--- src/cpb_pkg.sv ---
// shared types, codes and helpers of the color presence bitmap
`default_nettype none
package cpb_pkg;

    localparam int WORD_BITS      = 32;
    localparam int WORD_LOG       = 5;
    localparam int RED_BITS       = 6;
    localparam int OUT_COUNT_BITS = 25;
    localparam int IN_DATA_BITS   = 24;
    localparam int OUT_DATA_BITS  = 56;

    localparam logic [1:0] OP_MARK  = 2'd0;
    localparam logic [1:0] OP_FETCH = 2'd1;
    localparam logic [1:0] OP_CLEAR = 2'd2;

    typedef enum logic [2:0] {
        ST_CLEAR,
        ST_IDLE,
        ST_MARK_RD,
        ST_MARK_WR,
        ST_SCAN_RD,
        ST_SCAN,
        ST_DONE
    } t_state;

    typedef struct packed {
        logic cap;        // take the input beat
        logic clr_start;  // zero count and cursor, restart the sweep
        logic clr_step;   // write one zero word
        logic mark_rd;
        logic mark_wr;
        logic scan_start;
        logic scan_step;
        logic res_load;   // move the result into the output register
    } t_cmd;

    typedef struct packed {
        logic clr_last;
        logic at_end;
        logic scan_done;
        logic out_busy;
    } t_status;

    // position of the lowest set bit, zero when none
    function automatic logic [WORD_LOG-1:0] lowest_set(input logic [WORD_BITS-1:0] w);
        logic [WORD_LOG-1:0] pos;
        pos = '0;
        for (int k = WORD_BITS - 1; k >= 0; k--) begin
            if (w[k]) begin
                pos = WORD_LOG'(k);
            end
        end
        return pos;
    endfunction

endpackage
`default_nettype wire

--- src/cpb_ctrl.sv ---
// controller state machine of the color presence bitmap
`default_nettype none
module cpb_ctrl
    import cpb_pkg::*;
(
    input  wire logic       i_clk,
    input  wire logic       i_rst_n,
    input  wire logic       i_in_valid,
    input  wire logic [1:0] i_in_op,
    input  wire t_status    i_status,
    output logic            o_in_ready,
    output t_cmd            o_cmd
);

    t_state r_state, n_state;
    logic   r_emit, n_emit;
    logic   w_accept;

    assign w_accept = i_in_valid && (r_state == ST_IDLE);

    always_ff @(posedge i_clk) begin
        if (!i_rst_n) begin
            r_state <= ST_CLEAR;
            r_emit  <= 1'b0;
        end else begin
            r_state <= n_state;
            r_emit  <= n_emit;
        end
    end

    always_comb begin
        n_state = r_state;
        n_emit  = r_emit;
        unique case (r_state)
            ST_CLEAR: begin
                if (i_status.clr_last) begin
                    n_state = r_emit ? ST_DONE : ST_IDLE;
                end
            end
            ST_IDLE: begin
                if (w_accept) begin
                    case (i_in_op)
                        OP_MARK:  n_state = ST_MARK_RD;
                        OP_FETCH: n_state = ST_SCAN_RD;
                        OP_CLEAR: begin
                            n_state = ST_CLEAR;
                            n_emit  = 1'b1;
                        end
                        default:  n_state = ST_DONE;
                    endcase
                end
            end
            ST_MARK_RD: n_state = ST_MARK_WR;
            ST_MARK_WR: n_state = ST_DONE;
            ST_SCAN_RD: n_state = i_status.at_end ? ST_DONE : ST_SCAN;
            ST_SCAN: begin
                if (i_status.scan_done) begin
                    n_state = ST_DONE;
                end
            end
            ST_DONE: begin
                if (!i_status.out_busy) begin
                    n_state = ST_IDLE;
                end
            end
            default: n_state = ST_IDLE;
        endcase
    end

    always_comb begin
        o_cmd      = '0;
        o_in_ready = 1'b0;
        unique case (r_state)
            ST_CLEAR:   o_cmd.clr_step = 1'b1;
            ST_IDLE: begin
                o_in_ready    = 1'b1;
                o_cmd.cap     = w_accept;
                o_cmd.clr_start = w_accept && (i_in_op == OP_CLEAR);
            end
            ST_MARK_RD: o_cmd.mark_rd = 1'b1;
            ST_MARK_WR: o_cmd.mark_wr = 1'b1;
            ST_SCAN_RD: o_cmd.scan_start = 1'b1;
            ST_SCAN:    o_cmd.scan_step = 1'b1;
            ST_DONE:    o_cmd.res_load = !i_status.out_busy;
            default:    o_cmd = '0;
        endcase
    end

endmodule
`default_nettype wire

--- config.mk ---
export PLATFORM = sky130hd
export DESIGN_NAME = cpb_ctrl
export DESIGN_NICKNAME = d
export VERILOG_FILES = /design/src/cpb_pkg.sv /design/src/cpb_ctrl.sv
export SDC_FILE = /design/constraint.sdc
export NUM_CORES = 1
export LEC_CHECK = 0
export BUFFER_PORTS_ARGS = -buffer_cell sky130_fd_sc_hd__buf_2
export CORE_AREA = 3 3 40 42
export DETAILED_ROUTE_END_ITERATION = 8
export DIE_AREA = 0 0 43 45
export MAX_ROUTING_LAYER = met4
export PLACE_DENSITY = 0.62
export SLEW_MARGIN = 20
export SYNTH_ARGS = -nofsm -noshare
export SYNTH_HDL_FRONTEND = slang
export SYNTH_SLANG_ARGS = --single-unit
--- constraint.sdc ---
create_clock -name i_clk -period 1.36 [get_ports i_clk]
set_input_delay 0.204 -clock i_clk [delete_from_list [all_inputs] [get_ports i_clk]]
set_output_delay 0.204 -clock i_clk [all_outputs]
set_load 0.1 [all_outputs]
Word level (Yosys, flattened, before mapping)
Index checks and enable logic that the tools add are counted.
Storage, ports and cells
  output and inout bits: 9
  register bits after elaboration: 4
Cells by class
  equality and inequality tests: 12
  reductions and logical operators: 7
  mux-type cells: 16
Operator list (number)
  case mux 3 bit (7 select lines): 1
  2-to-1 mux 3 bit: 5
  == test 3 bit (second input constant): 3
  case mux 3 bit (3 select lines): 1
  != test 2 bit (second input constant): 4
  2-to-1 mux 1 bit: 7
  == test 3 x 2 -> 1 bit (second input constant): 2
  2-to-1 mux 2 bit: 2
  AND reduction 4 bit: 1
  == test 3 x 1 -> 1 bit (second input constant): 1
  zero test 3 bit: 1
  AND reduction 3 bit: 1
  == test 2 x 1 -> 1 bit (second input constant): 1
  == test 2 bit (second input constant): 1
  logical AND 1 bit: 2
  zero test 2 bit: 1
  zero test 1 bit: 1

Logic depth before layout (Yosys ltp)
Gate-level depths: netlist (run 1).
  depth after elaboration: 4
  mapped depth: 6

Worst setup path before layout (run 1)
No wires, ideal clock.
  path type: reg2out
  from: register r_state[0]
  to: output port o_cmd[3] in the netlist's numbering
  buffers on the path: 1
  cell stages (with the launch flop): 4
  setup slack: -1635 ps
  data arrival time: 2791 ps
  cells stage by stage: dfxtp_1 buf_6 inv_1 nor3b_1
RTL lines
  start, declared: RTL line cpb_ctrl.sv:15  | t_state r_state, n_state;
  start signal, assigned: RTL line cpb_ctrl.sv:26  | r_state <= n_state;
  end, declared: RTL line cpb_ctrl.sv:12  | output t_cmd o_cmd

==> results of run 1 <==
-- cells in the mapped netlist (all sizes together) --
cell,instances,area share [%]
nand3b,1,1.9
nand2b,1,1.6
a22oi,1,1.9
inv,4,3.9
a31oi,2,3.2
ha,3,9.7
buf,3,6.8
dfxtp,4,21
nor2,4,3.9
nor3b,2,3.9
a22o,1,2.6
nor2b,3,5.5
and3,1,2.9
or3,1,1.6
o21ai,5,6.5
a21boi,1,1.9
and2,1,2.3
nand2,4,3.9
o21a,1,1.9
nor3,4,5.2
nand4,1,1.6
o22ai,1,1.6
mux2i,2,5.2
-- repair_timing --
item                                   4_1_cts  5_1_grt
resized for setup                           11        2
setup endpoints to repair                    9        8
buffers inserted                             2        4
endpoints found under the hold margin        0        0
pin swaps                                    8        6
-- kinds of logic after synthesis --
family          Yosys count  synth area share (%)
mux                       2                 5.161
fa+ha+maj                 3                 9.678
buf+inv                   7                 10.64
flops                     4                 20.65
simple gates             23                 34.19
compound gates           12                 19.68
-- worst min-delay path by stage --
stage	endpoint	slack (ps)	depth (start not counted)
3_5_place_dp	r_emit	450	2
6_report	r_emit	210	2
3_3_place_gp	r_emit	460	2
2_1_floorplan	r_emit	320	1
5_1_grt	r_emit	230	2
4_1_cts	r_emit	200	2
-- state kept, by name, summed over array words and instances, names as in the netlist --
| name | cells |
|---|---|
| r_emit | 1 |
| r_state | 3 |
-- final cells by class --
cell class	instances	area, sq um	area share, %
tap	15	18.77	2.340
inverter	4	15.01	1.872
timing repair buffer	26	306.5	38.22
sequential	4	91.34	11.39
multi-input combinational	40	347.8	43.37
clock buffer	3	22.52	2.808
-- power breakdown --
part / internal, mW / switching [mW] / leakage [nW]
Clock: 0.0988 / 0.0498 / 0.0138
Sequential: 0.175 / 0.0820 / 0.0348
Combinational: 0.655 / 0.920 / 0.294
Total: 0.929 / 1.05 / 0.342
-- metal layers --
metal  track usage [%]  wire length (um)  share of wire, %  up-vias
met5                 -                 0                 0        -
met4             1.807                 0                 0        0
met3             5.578                90               8.4        0
met2             20.66               535                50       19
met1             12.53               441                41      202
li1                  -                 -                 -      233
-- metrics by stage --
step / setup slack [ps] / cell area (sq um) / power (mW) / std cells / utilization [%]
floorplan: -315.1 / 465.4 / 1.246 / 51 / -
detailed placement: 62.05 / 689.4 / 1.628 / 83 / 53.65
finish: -94.82 / 802.0 / 1.980 / 92 / 62.41
CTS: -97.21 / 763.2 / 1.909 / 88 / 59.40
global placement: 72.72 / 689.4 / 1.618 / 83 / 53.65
global route: -137.2 / 802.0 / 2.072 / 92 / 62.41
-- cell usage in the layout, fill, tap and decap left out, types with 2 or more instances in the layout --
cell type,n
sky130_fd_sc_hd__nor3_4,3
sky130_fd_sc_hd__a31oi_1,2
sky130_fd_sc_hd__dfxtp_4,3
sky130_fd_sc_hd__nor2_4,2
sky130_fd_sc_hd__buf_4,5
sky130_fd_sc_hd__ha_1,3
sky130_fd_sc_hd__buf_6,3
sky130_fd_sc_hd__buf_2,8
sky130_fd_sc_hd__mux2i_1,2
sky130_fd_sc_hd__o21ai_0,4
sky130_fd_sc_hd__nand2_1,4
sky130_fd_sc_hd__nor3b_4,2
sky130_fd_sc_hd__clkbuf_4,3
sky130_fd_sc_hd__buf_12,9
sky130_fd_sc_hd__inv_1,3
sky130_fd_sc_hd__nor2b_1,2
==> key figures, run 1 <==
Yosys
  – Synthesized flop and latch total: 4
  – Register area share after synthesis: 20.65%
  – Yosys warning total: 0
  – Number of instances in the synthesized netlist: 51
  – Synth cell types: 26
  – Avg Synthesized Cell Area: 7.605 sq um
  – Net count after synthesis: 63
  – Netlist area before placement: 387.9 sq um

STA
  – Min Hold Slack: 213.3 ps
  – Final number of max-transition violations: 0
  – Relative slew slack: 83.04%
  – Total negative slack for setup checks: -121.7 ps
  – Portion of the clock cycle consumed by the worst path in the final layout: 107.0%
  – Slew of the pin with the lowest slew margin: 251.7 ps
  – Fin. Hold Viols: 0
  – Setup repair after global routing missed its margin: true
  – Highest attainable clock frequency: 687.4 MHz
  – Setup slack after layout: -94.82 ps
  – Post-Route Skew: 1.435 ps
  – Min Tclk post-route: 1455 ps
  – Setup violations, final: 4

Setup path
  – Worst path cell trace: nor2_4 > and3_4 > and2_4 > buf_12
  – Master of the slowest instance on the critical path: sky130_fd_sc_hd__dfxtp_4
  – Path depth of the worst reg2reg path: 5
  – CP Max Fanout: 8
  – Setup crit start kind: register
  – Crit path depth: 4
  – Slowest stage delay, CP: 370 ps
  – Critical Path AT: 1250 ps
  – Crit path kind: register to output port
  – Category of the worst setup path capture point: output port
  – Worst flop-to-flop path endpoint: r_state[1]
  – Last element of the critical path: o_cmd[6]
  – Startpoint of the worst register-to-register path: r_state[0]
  – Required @ worst endpoint: 1160 ps
  – Start point of the critical path: r_state[1]
  – Number of buffers and inverters on the critical path: 1
  – Worst setup slack for register-to-register paths: 150 ps
  – Cell class contributing the biggest share of worst-path delay: simple AND/OR/NAND/NOR gates

Power and ir drop
  – Pwr Density: 2469 nW/um^2
  – IR drop worst, VDD: 0.001142 V
  – Leakage Power: 0.3425 nW

Global routing
  – Vias in the first global route: 418
  – Maximum number of pins on one net before global-route repair: 9
  – First-pass GRT wire length: 1.690 mm
  – Leftover overflow at the end of global routing: 0
  – Initial antenna violation count: 0
  – All-Layer GR Usage: 11.84%

Floorplan
  – Effective utilization at floorplan: 30.19%
  – Number of rows in the core area: 13
  – Number of ports placed on the die boundary: 18
  – Vertical die dimension: 45 um
  – Die outline width: 43 um
  – Area of the core region: 1285 sq um
  – Total Die Area: 1935 sq um

CTS
  – Reg clk slew, reported paths: 40 ps
  – Maximum clock path buffer count: 2
  – Cts-stage hold buffer count: 0
  – CTS tree: built
  – CTS Root Buffer Type: sky130_fd_sc_hd__clkbuf_4
  – H-tree levels: 1
  – Num CTS Buffers: 3
  – Later-pin clock latency in the skew report: 230 ps
  – Total clock sinks: 4

Route
  – Total DRC errors in the routed layout: 0
  – Number of antenna-violating nets in the routed design: 0
  – Overall via count from detail_route: 454
  – Average via count per standard cell: 4.935
  – First DRT Iteration DRCs: 7
  – Total length of routed wires: 1.067 mm
  – Drt pass-1 iters: 3
  – Detailed-route wire length per cell: 11.60 um

Min path
  – Origin of the worst min-delay path: i_rst_n
  – Min-delay worst type: primary input to register

Finish
  – Final-layout fill cell count: 109
  – Layout Nets: 91
  – Layout area overhead: 106.8%
  – Layout cell share with drive strength beyond 1: 59.74%
  – Antenna diodes: 0

Placed design
  – DP HPWL: 808.3 um
  – GP Congestion: 0.7959
  – I/O Buffers: 17

Outcome
  – Violated checks: negative setup slack
  – Run status: finished, violations left

Run
  – Max_cap viols: 0
No activity file was read; power rests on OpenSTA's default activity.
==> run 2, diff against run 1 <==
- PLACE_DENSITY: 0.62 -> 0.59
==> run 2 against run 1 <==
  * The run still ends with negative setup slack left
  * Clock skew is 4.9 ps higher
  * Highest routed layer is now met4
  * Die area stayed put
  * Setup slack better by 14 ps
  * Power is 2.2% higher
  * First-iteration DRC count is 71% lower
  * Critical path type unchanged
  * Final cell count is 4.3% higher
  * Global-route usage is 1.8 points higher
  * Worst hold slack better by 14 ps
==> key figures, run 2 (synthesis results as in run 1) <==
Finish
  – Commonest non-fill, non-tap cells in the layout: 9 x sky130_fd_sc_hd__buf_12, 8 x sky130_fd_sc_hd__buf_2, 8 x sky130_fd_sc_hd__buf_4, 4 x sky130_fd_sc_hd__buf_6
  – Finished Layout Cells: 96 (+4.3%)
  – Largest regs: r_state x3, r_emit x1
  – Layout Cell Area excl Fill: 819.5 sq um (+2.2%)
  – Register with the highest flop count: r_state
  – Largest register FFs: 3 (unchanged)
  – Antenna diodes: 0 (unchanged)
  – Commonest non-fill, non-tap cell in the layout: sky130_fd_sc_hd__buf_12
  – Layout Nets: 95 (+4.4%)
  – Layout area overhead: 111.3%
  – Layout cell share with drive strength beyond 1: 60.49% (+0.75 points)

CTS
  – CTS Root Buffer Type: sky130_fd_sc_hd__clkbuf_4
  – CTS tree: built
  – Cts-stage hold buffer count: 0 (unchanged)
  – Later-pin clock latency in the skew report: 240 ps (about the same)
  – H-tree levels: 1 (unchanged)
  – Reg clk slew, reported paths: 40 ps (about the same)
  – Maximum clock path buffer count: 2 (unchanged)
  – Total clock sinks: 4 (unchanged)
  – Num CTS Buffers: 3 (unchanged)

Setup path
  – Setup crit start kind: register
  – Path depth of the worst reg2reg path: 6 (+1)
  – Startpoint of the worst register-to-register path: r_state[1]
  – Slowest stage delay, CP: 360 ps (about the same)
  – Crit path kind: register to output port
  – Required @ worst endpoint: 1160 ps (about the same)
  – Worst setup slack for register-to-register paths: -20 ps (-170 ps)
  – Category of the worst setup path capture point: output port
  – Last element of the critical path: o_cmd[6]
  – Critical Path AT: 1240 ps (about the same)
  – Worst flop-to-flop path endpoint: r_state[2]
  – Worst path cell trace: nor2_4 > and3_4 > and2_4 > buf_12
  – CP Max Fanout: 6 (-2)
  – Start point of the critical path: r_state[1]
  – Master of the slowest instance on the critical path: sky130_fd_sc_hd__dfxtp_4

Min path
  – Min-delay worst type: primary input to register

Outcome
  – Run status: finished, violations left
  – Violated checks: negative setup slack

STA
  – Relative slew slack: 80.16% (-2.9 points)
  – Setup repair after global routing missed its margin: true
  – Setup slack after layout: -80.85 ps (+13.98 ps)
  – Setup violations, final: 5 (+1)
  – Min Tclk post-route: 1441 ps (-13.98 ps)
  – Highest attainable clock frequency: 694.0 MHz (+0.97%)
  – Fin. Hold Viols: 0 (unchanged)
  – Post-Route Skew: 6.341 ps (+4.906 ps)
  – Final number of max-transition violations: 0 (unchanged)
  – Portion of the clock cycle consumed by the worst path in the final layout: 105.9% (-1.0 points)
  – Slew of the pin with the lowest slew margin: 294.5 ps (+42.78 ps)

Global routing
  – Vias in the first global route: 452 (+8.1%)
  – All-Layer GR Usage: 13.62% (+1.8 points)
  – First-pass GRT wire length: 1.925 mm (+14%)
  – Maximum number of pins on one net before global-route repair: 8 (-1)
  – Leftover overflow at the end of global routing: 0 (unchanged)
  – Initial antenna violation count: 0 (unchanged)

Floorplan
  – Effective utilization at floorplan: 30.19% (unchanged)
  – Area of the core region: 1285 sq um (unchanged)
  – Number of ports placed on the die boundary: 18 (unchanged)
  – Number of rows in the core area: 13 (unchanged)
  – Die outline width: 43 um (unchanged)
  – Total Die Area: 1935 sq um (unchanged)
  – Vertical die dimension: 45 um (unchanged)

Placed design
  – Dpl ws: 91.41 ps (+29.36 ps)
  – I/O Buffers: 17 (unchanged)
  – DP HPWL: 786.8 um (-2.7%)
  – GP Congestion: 0.8426 (+5.9%)
  – Post-place instance area: 696.9 sq um (+1.1%)
  – Count of placed standard cells including taps: 84 (+1.2%)

Route
  – Average via count per standard cell: 4.854 (-1.6%)
  – Detailed-route wire length per cell: 11.84 um (+2.1%)
  – Total DRC errors in the routed layout: 0 (unchanged)
  – Overall via count from detail_route: 466 (+2.6%)
  – Number of antenna-violating nets in the routed design: 0 (unchanged)
  – Drt pass-1 iters: 2 (-1)
  – Total length of routed wires: 1.137 mm (+6.6%)
  – First DRT Iteration DRCs: 2 (-5)

Power and ir drop
  – IR drop worst, VDD: 0.0008659 V (-24%)
  – Pwr Density: 2469 nW/um^2 (about the same)
  – Leakage Power: 0.3693 nW (+7.8%)

Run
  – Max_cap viols: 0 (unchanged)
## run 2: routing by layer
layer / global-route usage [%] / wire, um
met1: 14.90 / 481
met2: 24.25 / 591
met3: 1.594 / 50
met4: 7.229 / 14
met5: - / 0
## run 2: report_power, final
group,internal (mW),total [mW],switching (mW)
registers,0.175,0.258,0.0825
logic,0.673,1.61,0.937
clock network,0.0993,0.156,0.0567
## run 2: how the worst min path moves through the flow
stage,startpoint,endpoint,slack [ps],cells past startpoint
2_1_floorplan,i_rst_n,r_emit,320,1
5_1_grt,i_rst_n,r_state[2],250,2
3_5_place_dp,i_rst_n,r_emit,450,2
4_1_cts,i_rst_n,r_emit,210,2
3_3_place_gp,i_rst_n,r_emit,470,2
6_report,i_rst_n,r_emit,230,2
## run 2: cell type report
cell class / count / area, sq um
fill: 95 / 465.4
timing repair buffer: 30 / 329.1
inverter: 4 / 15.01
multi-input combinational: 40 / 342.8
sequential: 4 / 91.34
tap: 15 / 18.77
clock buffer: 3 / 22.52
## run 2: critical path, delay by kind of cell, from the launching register on
family,cells,cell delay [ps]
simple gates,3,460
buf+inv,1,170
flops,1,360
## run 2: through the flow
step	power, mW	hold slack [ps]	setup TNS [ps]	util, %
floorplan	1.246	321.8	-1560	-
global placement	1.636	466.9	0	54.24
detailed placement	1.641	453.5	0	54.24
CTS	1.964	214.7	-149.1	62.22
global route	2.118	245.0	-358.9	63.78
finish	2.024	226.9	-140.9	63.78
## run 2: repair_timing
action	in CTS	in global routing
setup endpoints to repair	9	10
endpoints found under the hold margin	0	0
gates resized for setup	9	4
buffers inserted	8	1
pin swaps	7	4
